<file path="src/rtl/bdq_pkg.sv">
// ----------------------------------------------------------------------------
// bdq_pkg: shared types and codes for the bounded deque
// Beat payload structs, action codes and status codes.
// ----------------------------------------------------------------------------
package bdq_pkg;

	localparam int DEPTH_DEFAULT = 16;

	localparam logic [2:0] ACT_PUSH_FRONT = 3'd0;
	localparam logic [2:0] ACT_POP_FRONT  = 3'd1;
	localparam logic [2:0] ACT_PUSH_BACK  = 3'd2;
	localparam logic [2:0] ACT_POP_BACK   = 3'd3;
	localparam logic [2:0] ACT_SEARCH     = 3'd4;

	localparam logic [1:0] ST_OK    = 2'd0;
	localparam logic [1:0] ST_EMPTY = 2'd1;
	localparam logic [1:0] ST_FULL  = 2'd2;

	typedef struct packed {
		logic [2:0]         action;
		logic signed [31:0] value_in;
	} in_t;

	typedef struct packed {
		logic signed [31:0] value_out;
		logic               found;
		logic [3:0]         match_position;
		logic [4:0]         entry_count;
		logic [1:0]         status;
	} out_t;

endpackage

</file>
<file path="src/rtl/bounded_deque_with_search.sv">
// ----------------------------------------------------------------------------
// bounded_deque_with_search: bounded deque with membership search
// Top level: sequencer, entry memory and the output register.
// ----------------------------------------------------------------------------
// One input beat is taken at a time. A push passes through the execute state,
// a pop through the execute and pop states, and a search through the execute
// state and a scan that reads one entry per cycle through the single memory
// read port, checks it with one shared compare and ends on a match or once the
// last entry read has been compared. The result sits in an output register,
// so the next beat is taken while it waits. Push on full and pop on empty
// report a status and leave the queue as it was.
module bounded_deque_with_search import bdq_pkg::*; #(
	parameter int DEPTH = DEPTH_DEFAULT
) (
	input  logic clk,
	input  logic arst_n,
	input  logic in_valid,
	output logic in_ready,
	input  in_t  in_data,
	output logic out_valid,
	input  logic out_ready,
	output out_t out_data
);

	localparam int AW = $clog2(DEPTH);

	logic          res_valid;
	logic          res_take;
	out_t          res_data;
	logic          mem_we;
	logic [AW-1:0] mem_waddr;
	logic [31:0]   mem_wdata;
	logic          mem_re;
	logic [AW-1:0] mem_raddr;
	logic [31:0]   mem_rdata;
	logic          out_valid_q;
	out_t          out_q;

	bdq_seq #(
		.DEPTH(DEPTH)
	) u_seq (
		.clk       (clk),
		.arst_n    (arst_n),
		.in_valid  (in_valid),
		.in_ready  (in_ready),
		.in_data   (in_data),
		.res_valid (res_valid),
		.res_take  (res_take),
		.res_data  (res_data),
		.mem_we    (mem_we),
		.mem_waddr (mem_waddr),
		.mem_wdata (mem_wdata),
		.mem_re    (mem_re),
		.mem_raddr (mem_raddr),
		.mem_rdata (mem_rdata)
	);

	bdq_mem #(
		.DEPTH(DEPTH)
	) u_mem (
		.clk   (clk),
		.we    (mem_we),
		.waddr (mem_waddr),
		.wdata (mem_wdata),
		.re    (mem_re),
		.raddr (mem_raddr),
		.rdata (mem_rdata)
	);

	assign res_take = res_valid && (!out_valid_q || out_ready);

	always_ff @(posedge clk or negedge arst_n) begin
		if (!arst_n) begin
			out_valid_q <= 1'b0;
		end else if (res_take) begin
			out_valid_q <= 1'b1;
		end else if (out_ready) begin
			out_valid_q <= 1'b0;
		end
	end

	always_ff @(posedge clk) begin
		if (res_take) begin
			out_q <= res_data;
		end
	end

	assign out_valid = out_valid_q;
	assign out_data  = out_q;

endmodule

</file>
<file path="src/rtl/bdq_mem.sv">
// ----------------------------------------------------------------------------
// bdq_mem: entry storage
// Single write port and single read port, read data registered.
// ----------------------------------------------------------------------------
module bdq_mem import bdq_pkg::*; #(
	parameter int DEPTH = DEPTH_DEFAULT
) (
	input  logic                     clk,
	input  logic                     we,
	input  logic [$clog2(DEPTH)-1:0] waddr,
	input  logic [31:0]              wdata,
	input  logic                     re,
	input  logic [$clog2(DEPTH)-1:0] raddr,
	output logic [31:0]              rdata
);

	logic [31:0] mem [DEPTH];
	logic [31:0] rdata_q;

	always_ff @(posedge clk) begin
		if (we) begin
			mem[waddr] <= wdata;
		end
	end

	always_ff @(posedge clk) begin
		if (re) begin
			rdata_q <= mem[raddr];
		end
	end

	assign rdata = rdata_q;

endmodule

</file>
<file path="src/rtl/bdq_seq.sv">
// ----------------------------------------------------------------------------
// bdq_seq: deque sequencer
// Holds front index and entry count, runs push, pop and the search scan
// through one shared equality compare against the read port.
// ----------------------------------------------------------------------------
module bdq_seq import bdq_pkg::*; #(
	parameter int DEPTH = DEPTH_DEFAULT
) (
	input  logic                     clk,
	input  logic                     arst_n,
	input  logic                     in_valid,
	output logic                     in_ready,
	input  in_t                      in_data,
	output logic                     res_valid,
	input  logic                     res_take,
	output out_t                     res_data,
	output logic                     mem_we,
	output logic [$clog2(DEPTH)-1:0] mem_waddr,
	output logic [31:0]              mem_wdata,
	output logic                     mem_re,
	output logic [$clog2(DEPTH)-1:0] mem_raddr,
	input  logic [31:0]              mem_rdata
);

	localparam int AW = $clog2(DEPTH);
	localparam int CW = $clog2(DEPTH + 1);
	localparam logic [AW:0]   DEPTH_W  = (AW + 1)'(DEPTH);
	localparam logic [CW-1:0] DEPTH_C  = CW'(DEPTH);
	localparam logic [AW-1:0] DEPTH_M1 = AW'(DEPTH - 1);

	typedef enum logic [4:0] {
		S_IDLE = 5'b00001,
		S_EXEC = 5'b00010,
		S_POP  = 5'b00100,
		S_SCAN = 5'b01000,
		S_DONE = 5'b10000
	} state_t;

	state_t        state_q;
	logic [2:0]    act_q;
	logic [31:0]   val_q;
	logic [AW-1:0] front_q;
	logic [CW-1:0] count_q;
	logic [CW-1:0] idx_q;
	logic [AW-1:0] pos_q;
	logic          pend_q;
	logic [31:0]   vout_q;
	logic          found_q;
	logic [AW-1:0] rpos_q;
	logic [1:0]    status_q;

	logic          full;
	logic          empty;
	logic          hit;
	logic [AW-1:0] front_dec;
	logic [AW-1:0] front_inc;
	logic [CW-1:0] count_m1;
	logic [31:0]   cnt_w;
	logic [31:0]   pos_w;

	function automatic logic [AW-1:0] slot_of(input logic [AW-1:0] front,
		input logic [AW-1:0] off);
		logic [AW:0] s;
		s = {1'b0, front} + {1'b0, off};
		if (s >= DEPTH_W) begin
			s = s - DEPTH_W;
		end
		return s[AW-1:0];
	endfunction

	assign full      = (count_q == DEPTH_C);
	assign empty     = (count_q == '0);
	assign hit       = pend_q && (mem_rdata == val_q);
	assign front_dec = (front_q == '0) ? DEPTH_M1 : front_q - 1'b1;
	assign front_inc = (front_q == DEPTH_M1) ? '0 : front_q + 1'b1;
	assign count_m1  = count_q - 1'b1;

	assign in_ready  = (state_q == S_IDLE);
	assign res_valid = (state_q == S_DONE);
	assign cnt_w     = 32'(count_q);
	assign pos_w     = 32'(rpos_q);

	always_comb begin
		res_data.value_out      = vout_q;
		res_data.found          = found_q;
		res_data.match_position = pos_w[3:0];
		res_data.entry_count    = cnt_w[4:0];
		res_data.status         = status_q;
	end

	always_comb begin
		mem_we    = 1'b0;
		mem_re    = 1'b0;
		mem_waddr = '0;
		mem_raddr = '0;
		mem_wdata = val_q;
		case (state_q)
			S_EXEC: begin
				case (act_q)
					ACT_PUSH_FRONT: begin
						mem_we    = !full;
						mem_waddr = front_dec;
					end
					ACT_PUSH_BACK: begin
						mem_we    = !full;
						mem_waddr = slot_of(front_q, count_q[AW-1:0]);
					end
					ACT_POP_FRONT: begin
						mem_re    = !empty;
						mem_raddr = front_q;
					end
					ACT_POP_BACK: begin
						mem_re    = !empty;
						mem_raddr = slot_of(front_q, count_m1[AW-1:0]);
					end
					default: begin
					end
				endcase
			end
			S_SCAN: begin
				if (!hit && (idx_q < count_q)) begin
					mem_re    = 1'b1;
					mem_raddr = slot_of(front_q, idx_q[AW-1:0]);
				end
			end
			default: begin
			end
		endcase
	end

	always_ff @(posedge clk or negedge arst_n) begin
		if (!arst_n) begin
			state_q <= S_IDLE;
			front_q <= '0;
			count_q <= '0;
			pend_q  <= 1'b0;
		end else begin
			case (state_q)
				S_IDLE: begin
					if (in_valid) begin
						act_q   <= in_data.action;
						val_q   <= in_data.value_in;
						state_q <= S_EXEC;
					end
				end
				S_EXEC: begin
					vout_q   <= '0;
					found_q  <= 1'b0;
					rpos_q   <= '0;
					status_q <= ST_OK;
					state_q  <= S_DONE;
					case (act_q)
						ACT_PUSH_FRONT: begin
							if (full) begin
								status_q <= ST_FULL;
							end else begin
								front_q <= front_dec;
								count_q <= count_q + 1'b1;
							end
						end
						ACT_PUSH_BACK: begin
							if (full) begin
								status_q <= ST_FULL;
							end else begin
								count_q <= count_q + 1'b1;
							end
						end
						ACT_POP_FRONT, ACT_POP_BACK: begin
							if (empty) begin
								status_q <= ST_EMPTY;
							end else begin
								state_q <= S_POP;
							end
						end
						ACT_SEARCH: begin
							idx_q   <= '0;
							pend_q  <= 1'b0;
							state_q <= S_SCAN;
						end
						default: begin
						end
					endcase
				end
				S_POP: begin
					vout_q  <= mem_rdata;
					count_q <= count_m1;
					if (act_q == ACT_POP_FRONT) begin
						front_q <= front_inc;
					end
					state_q <= S_DONE;
				end
				S_SCAN: begin
					if (hit) begin
						found_q <= 1'b1;
						rpos_q  <= pos_q;
						pend_q  <= 1'b0;
						state_q <= S_DONE;
					end else if (idx_q < count_q) begin
						pend_q <= 1'b1;
						pos_q  <= idx_q[AW-1:0];
						idx_q  <= idx_q + 1'b1;
					end else begin
						pend_q <= 1'b0;
						if (!pend_q) begin
							state_q <= S_DONE;
						end
					end
				end
				S_DONE: begin
					if (res_take) begin
						state_q <= S_IDLE;
					end
				end
				default: begin
					state_q <= S_IDLE;
				end
			endcase
		end
	end

endmodule

</file>
<file path="config.mk">
export PLATFORM = sky130hd
export DESIGN_NAME = bounded_deque_with_search
export DESIGN_NICKNAME = d
export VERILOG_FILES = /design/src/rtl/bdq_pkg.sv /design/src/rtl/bounded_deque_with_search.sv /design/src/rtl/bdq_mem.sv /design/src/rtl/bdq_seq.sv
export SDC_FILE = /design/constraint.sdc
export NUM_CORES = 1
export LEC_CHECK = 0
export ABC_AREA = 1
export BUFFER_PORTS_ARGS = -buffer_cell sky130_fd_sc_hd__buf_2
export CAP_MARGIN = 10
export CORE_MARGIN = 8
export CORE_UTILIZATION = 60
export DETAILED_ROUTE_END_ITERATION = 8
export PLACE_DENSITY = 0.77
export RECOVER_POWER = 50
export SLEW_MARGIN = 25
export SYNTH_ARGS = -nofsm -noshare
export SYNTH_HDL_FRONTEND = slang
export SYNTH_HIERARCHICAL = 1
export SYNTH_SLANG_ARGS = --single-unit
</file>
<file path="constraint.sdc">
create_clock -name clk -period 7.05 [get_ports clk]
set_clock_uncertainty 0.2 [all_clocks]
set_input_delay 1.0575 -clock clk [delete_from_list [all_inputs] [get_ports clk]]
set_output_delay 1.0575 -clock clk [all_outputs]
set_load 0.05 [all_outputs]
</file>
# After elaboration in Yosys (flattened, before gate mapping)
# Memory sizes are Yosys's and may differ from the RTL's. A register that Yosys moved wholly into a read port is not among the register bits.
# Cells that the tools add are included.
[op_classes]
n_addsub = 11
n_lt_le_gt_ge = 4
bitwise = 1
eq_ne = 24
reduce_logical = 26
muxes = 50
[op_table]
columns = ["operator", "n"]
rows = [
  ["32-bit case mux with 2 select lines", 1],
  ["5-bit two-way mux", 11],
  ["4-bit two-way mux", 11],
  ["4-bit case mux with 2 select lines", 5],
  ["32-bit == test", 1],
  ["5-bit case mux with 2 select lines", 3],
  ["5-bit case mux with 5 select lines", 1],
  ["4-bit by 1-bit subtractor with 4-bit output, second input constant", 4],
  ["4-bit by 4-bit adder with 5-bit output", 3],
  ["5-bit greater-or-equal comparator, second input constant", 3],
  ["1-bit two-way mux", 13],
  ["2-bit != test, second input constant", 6],
  ["4-bit AND reduction", 3],
  ["5-bit by 1-bit adder with 5-bit output, second input constant", 2],
  ["5-bit == test, second input constant", 2],
  ["3-bit AND reduction", 3],
  ["2-bit by 1-bit != test with 1-bit output, second input constant", 4],
  ["3-bit by 2-bit == test with 1-bit output, second input constant", 2],
  ["1-bit case mux with 2 select lines", 3],
  ["2-bit AND reduction", 3],
  ["2-bit nonzero test", 3],
  ["5-bit by 1-bit == test with 1-bit output, second input constant", 1],
  ["5-bit by 2-bit == test with 1-bit output, second input constant", 1],
  ["5-bit by 3-bit == test with 1-bit output, second input constant", 1],
  ["other kinds (20)", 26],
]
[totals]
output_inout_bits = 46
inputBits = 39
n_memories = 1
elab_cells = 135
ramBits = 512
reg_bits = 143
[mem_list]
columns = ["memory", "depth", "width", "read_ports", "rd_clocked_by_memory_dff", "write_ports", "line_no", "source"]
rows = [
  ["u_mem.mem", 16, 32, 1, 1, 1, "bdq_mem.sv:17", "logic [31:0] mem [DEPTH];"],
]

# Longest topological paths before layout
[depth]
word_depth = 6
depth_mapped = 21
ltp_nobuf = 18

# Cells and area by module
# The synthesis kept the hierarchy.
[by_module_without_submodules]
columns = ["module", "area_per_inst_um2", "seq_area_each_um2", "cells_each", "n_inst"]
rows = [
  ["bdq_mem", 23065.9, 16335.7, 2122, 1],
  ["bdq_seq", 5088.6, 2869.0, 532, 1],
  ["bounded_deque_with_search", 1370.1, 1346.3, 50, 1],
]

# Least setup slack after synthesis
# No wires, ideal clock.
[synth_timing]
path_kind = "reg-to-reg"
start = "reg u_seq.state_q[0]"
end = "reg u_seq.act_q[0] (enable)"
synth_period_minus_slack_ps = 4913
t_required_ps = 6379
path_buffers = 0
stages_incl_launch_ff = 5
path_slack_ps = 2137
setup_ps = 471
arrival_time_ps = 4242
cell_sequence = "dfstp_2 -> inv_1 -> nor4_2 -> inv_1 -> nor3_1"
[synth_between]
elab_chain_cells = 2
[synth_lines]
columns = ["item", "line_no", "source"]
rows = [
  ["start: declaration", "bdq_seq.sv:39", "state_t state_q;"],
  ["start signal: assignment", "bdq_seq.sv:133", "state_q <= S_IDLE;"],
  ["start signal: assignment", "bdq_seq.sv:143", "state_q <= S_EXEC;"],
  ["start signal: assignment", "bdq_seq.sv:151", "state_q <= S_DONE;"],
  ["5-bit by 1-bit == test with 1-bit output", "-", ""],
  ["named net in_ready", "bounded_deque_with_search.sv:18", "output logic in_ready,"],
  ["3-bit AND reduction (no source line)", "-", ""],
  ["end signal: assignment", "bdq_seq.sv:141", "act_q <= in_data.action;"],
  ["end: declaration", "bdq_seq.sv:40", "logic [2:0] act_q;"],
]
# The timed path passes the listed nets, and every way through them passes these cells.
# A chain may end at the register's enable or synchronous reset.

# Worst setup path in the final report
[layout_timing]
start = "reg u_seq.state_q[0]"
end = "reg u_seq.front_q[0]"
[layout_between]
elab_chain_cells = 3
word_cells_on_any_way = 8
classes_between = "eq/ne: 5; mux: 1; reduce/logical: 2"
[layout_lines]
columns = ["item", "line_no", "source"]
rows = [
  ["5-bit by 2-bit == test with 1-bit output or 5-bit by 3-bit == test with 1-bit output (tied branches)", "bdq_seq.sv:138", "case (state_q)"],
  ["2-bit != test (no source line), or another cell as far along", "-", ""],
  ["4-bit AND reduction (no source line)", "-", ""],
  ["end signal: assignment", "bdq_seq.sv:157", "front_q <= front_dec;"],
  ["end signal: assignment", "bdq_seq.sv:188", "front_q <= front_inc;"],
  ["end: declaration", "bdq_seq.sv:42", "logic [AW-1:0] front_q;"],
]
# Several ways; a longest one is shown, not always the timed one.

==> results.txt <==
Synth async-reset ratio -> 2.33%
Final setup viols -> 0
Root Buffer -> clkbuf_16
Post-synth EDFFs -> 671
DR pass1 iterations -> 6
RSZ-0062 raised after global routing -> false
Worst Setup End Kind -> flop
Worst setup SP type -> flop
Residual overflow from global routing -> 0
Cts bufs inserted -> 69
Post-layout instance area -> 0.0325 sq mm
Violated checks -> capacitance limit, slew limit
Crit Path Max Fanout -> 43
WS Path Type -> reg2reg
Max-slew headroom -> -102%
Final core occ -> 66.7%
Syn_nets -> 2766
Setup Fix Bufs, Post-CTS -> 0
Tightest Pin Transition -> 3.03 ns
Setup_tns -> 0 ns
Yosys cell types -> 44
Number of clock sinks -> 687
Max Root-Sink Buffers -> 3
Req. time, crit path -> 7.31 ns
Outcome -> complete, but fails checks
CTS tree -> yes
Final Hold Vio Count -> 0
Largest net degree at the start of global routing -> 143
# port buffers -> 84
Wire per inst -> 20.1 microns
VDD IR max -> 228 uV
CTS-repair resized insts -> 0
Nets -> 2841
# hold bufs at CTS -> 0
Die width -> 238 microns
Ys flop type -> edfxtp_1
Vias per cell -> 5.58
Core Rows -> 81
Netlist Area Pre-Place -> 0.0295 sq mm
Sequential share of the synthesized area -> 69.6%
Worst Path Arrival -> 5.32 ns
Worst Hold Class -> reg2reg
Vias in the first global route -> 19300
Initial core utilization -> 60.6%
FMAX -> 0.197 GHz
GRT Total Usage -> 24.7%
Share of cells above drive strength 1 -> 7.50%
Fillers -> 3456
Max Cap Violations -> 3
Clock slew at reported path FFs -> 0.06 ns
Vias -> 19500
H-tree levels -> 3
IO Count -> 85
GP Congestion -> 0.837
Clock latency on the worst-skew pair -> 0.60 ns
Post-route ant nets -> 0
Detailed router's first-iteration violation count -> 2413
Area after DPL -> 0.0305 sq mm
Placeable Area -> 0.0487 sq mm
Most frequent cells in the layout -> nand2_1, edfxtp_1, inv_1, nand3_1
Area grow syn2layout -> 10.1%
Fin. max-slew vios -> 64
Flops & latches, synth -> 687
Leak pwr -> 0.0135 uW
Minimum clock period -> 5.06 ns
Pwr dens -> 294 mW/mm^2
Final wirelength -> 70000 microns
Mapped Cells -> 2704
Die area -> 0.0566 sq mm
Ant diodes -> 0
Post-DP HPWL -> 36400 microns
Remaining DRCs -> 0
Final Cycle Share -> 71.8%
Synth warn -> 6
Commonest non-fill, non-tap cell in the layout -> nand2_1
Wire length of the first global-routing pass -> 107000 microns
Synth Area per Inst -> 10.9 sq um
Die Ht -> 238 microns
Initial antenna violation count -> 0
-- Yosys cell counts, types with 2 or more instances --
cell	instances	area [sq um]
nand2_1	782	2940
edfxtp_1	671	20100
inv_1	491	1840
nand3_1	417	2090
nor2_1	88	330
buf_2	46	230
buf_6	27	304
o21ai_0	23	115
ha_1	20	250
a21oi_1	15	75.1
buf_1	15	56.3
dfrtp_1	15	375
buf_4	13	97.6
xnor2_1	13	114
xor2_1	11	96.3
clkbuf_1	10	37.5
nor3_1	8	40.0
nand4_1	4	25.0
fa_1	3	60.1
inv_2	3	11.3
a21oi_2	2	17.5
nor4_2	2	25.0
o21ai_2	2	17.5
o22ai_1	2	12.5
or2_2	2	12.5
-- cells by family after synthesis --
| family | share of synthesized area [%] |
|---|---|
| simple gates | 18.7 |
| flops | 69.6 |
| buf+inv | 8.90 |
| compound gates | 1.04 |
| xor+xnor | 0.712 |
| fa+ha+maj | 1.05 |
-- routing by layer --
| metal | wire, microns | vias to the layer above | track usage (%) |
|---|---|---|---|
| met5 | 0 | - | 0 |
| met4 | 2810 | 0 | 11.2 |
| met3 | 7010 | 208 | 4.07 |
| met2 | 34000 | 1029 | 41.2 |
| met1 | 26200 | 9317 | 31.7 |
| li1 | - | 8931 | - |
-- through the flow --
step	hold WS, ns	instances	setup WS (ns)	total power, uW
3_3_place_gp	0.201	3372	2.46	6110
4_1_cts	0.195	3491	2.30	9610
5_1_grt	0.221	3491	1.79	9910
3_5_place_dp	0.205	3372	2.36	6180
2_1_floorplan	0.200	2704	2.14	5810
6_report	0.209	3491	1.99	9560
-- worst paths after layout --
check | startpoint | end | slack [ns] | cells past startpoint
min reg2reg | u_seq/vout_q[10]$_SDFFCE_PN0P_ | out_data[22]$_DFFE_PP_ | 0.21 | 0
max | u_seq/state_q[0]$_DFFE_PN1P_ | u_seq/front_q[0]$_DFFE_PN0P_ | 1.99 | 10
max reg2reg | u_seq/state_q[0]$_DFFE_PN1P_ | u_seq/front_q[0]$_DFFE_PN0P_ | 1.99 | 10
max in group asynchronous | arst_n | u_seq/count_q[1]$_DFFE_PN0P_ | 5.59 | 1
min | u_seq/vout_q[10]$_SDFFCE_PN0P_ | out_data[22]$_DFFE_PP_ | 0.21 | 0
min in group asynchronous | arst_n | u_seq/front_q[2]$_DFFE_PN0P_ | 0.43 | 1
-- worst max-delay path, stage by stage (launching register included) --
cell      delay (ns)
dfstp_2         0.53
inv_1           0.06
nand2_1         0.11
nor2_1          0.07
nand3_2         0.05
clkbuf_1        2.13
o21ai_0         1.02
o211ai_2        0.32
clkinv_2        0.22
nand3_1         0.12
o21ai_0         0.09
-- where the power goes --
part	switching, uW	internal (uW)
logic	831	322
registers	193	4750
clock network	1480	1990
total	2500	7060
-- layout make-up --
type                            instances  area [sq um]  share of cell area (%)
Clock buffer                           88          1870                    5.76
Clock inverter                         31           248                   0.762
Inverter                              496          1880                    5.78
Multi-Input combinational cell       1408          6510                    20.0
Sequential cell                       687         20600                    63.2
Tap cell                              664           831                    2.55
Timing Repair Buffer                  117           628                    1.93
-- sequential cells by signal (all words and copies together) (netlist names) --
signal,cells
u_mem/mem,512
out_data,44
u_mem/rdata,32
u_seq/mem_wdata,32
u_seq/vout_q,32
u_seq/count_q,5
u_seq/idx_q,5
u_seq/state_q,5
u_seq/front_q,4
u_seq/pos_q,4
u_seq/rpos_q,4
u_seq/act_q,3
u_seq/status_q,2
out_valid,1
u_seq/found_q,1
u_seq/pend_q,1
Power figures use the tool's default switching activity.
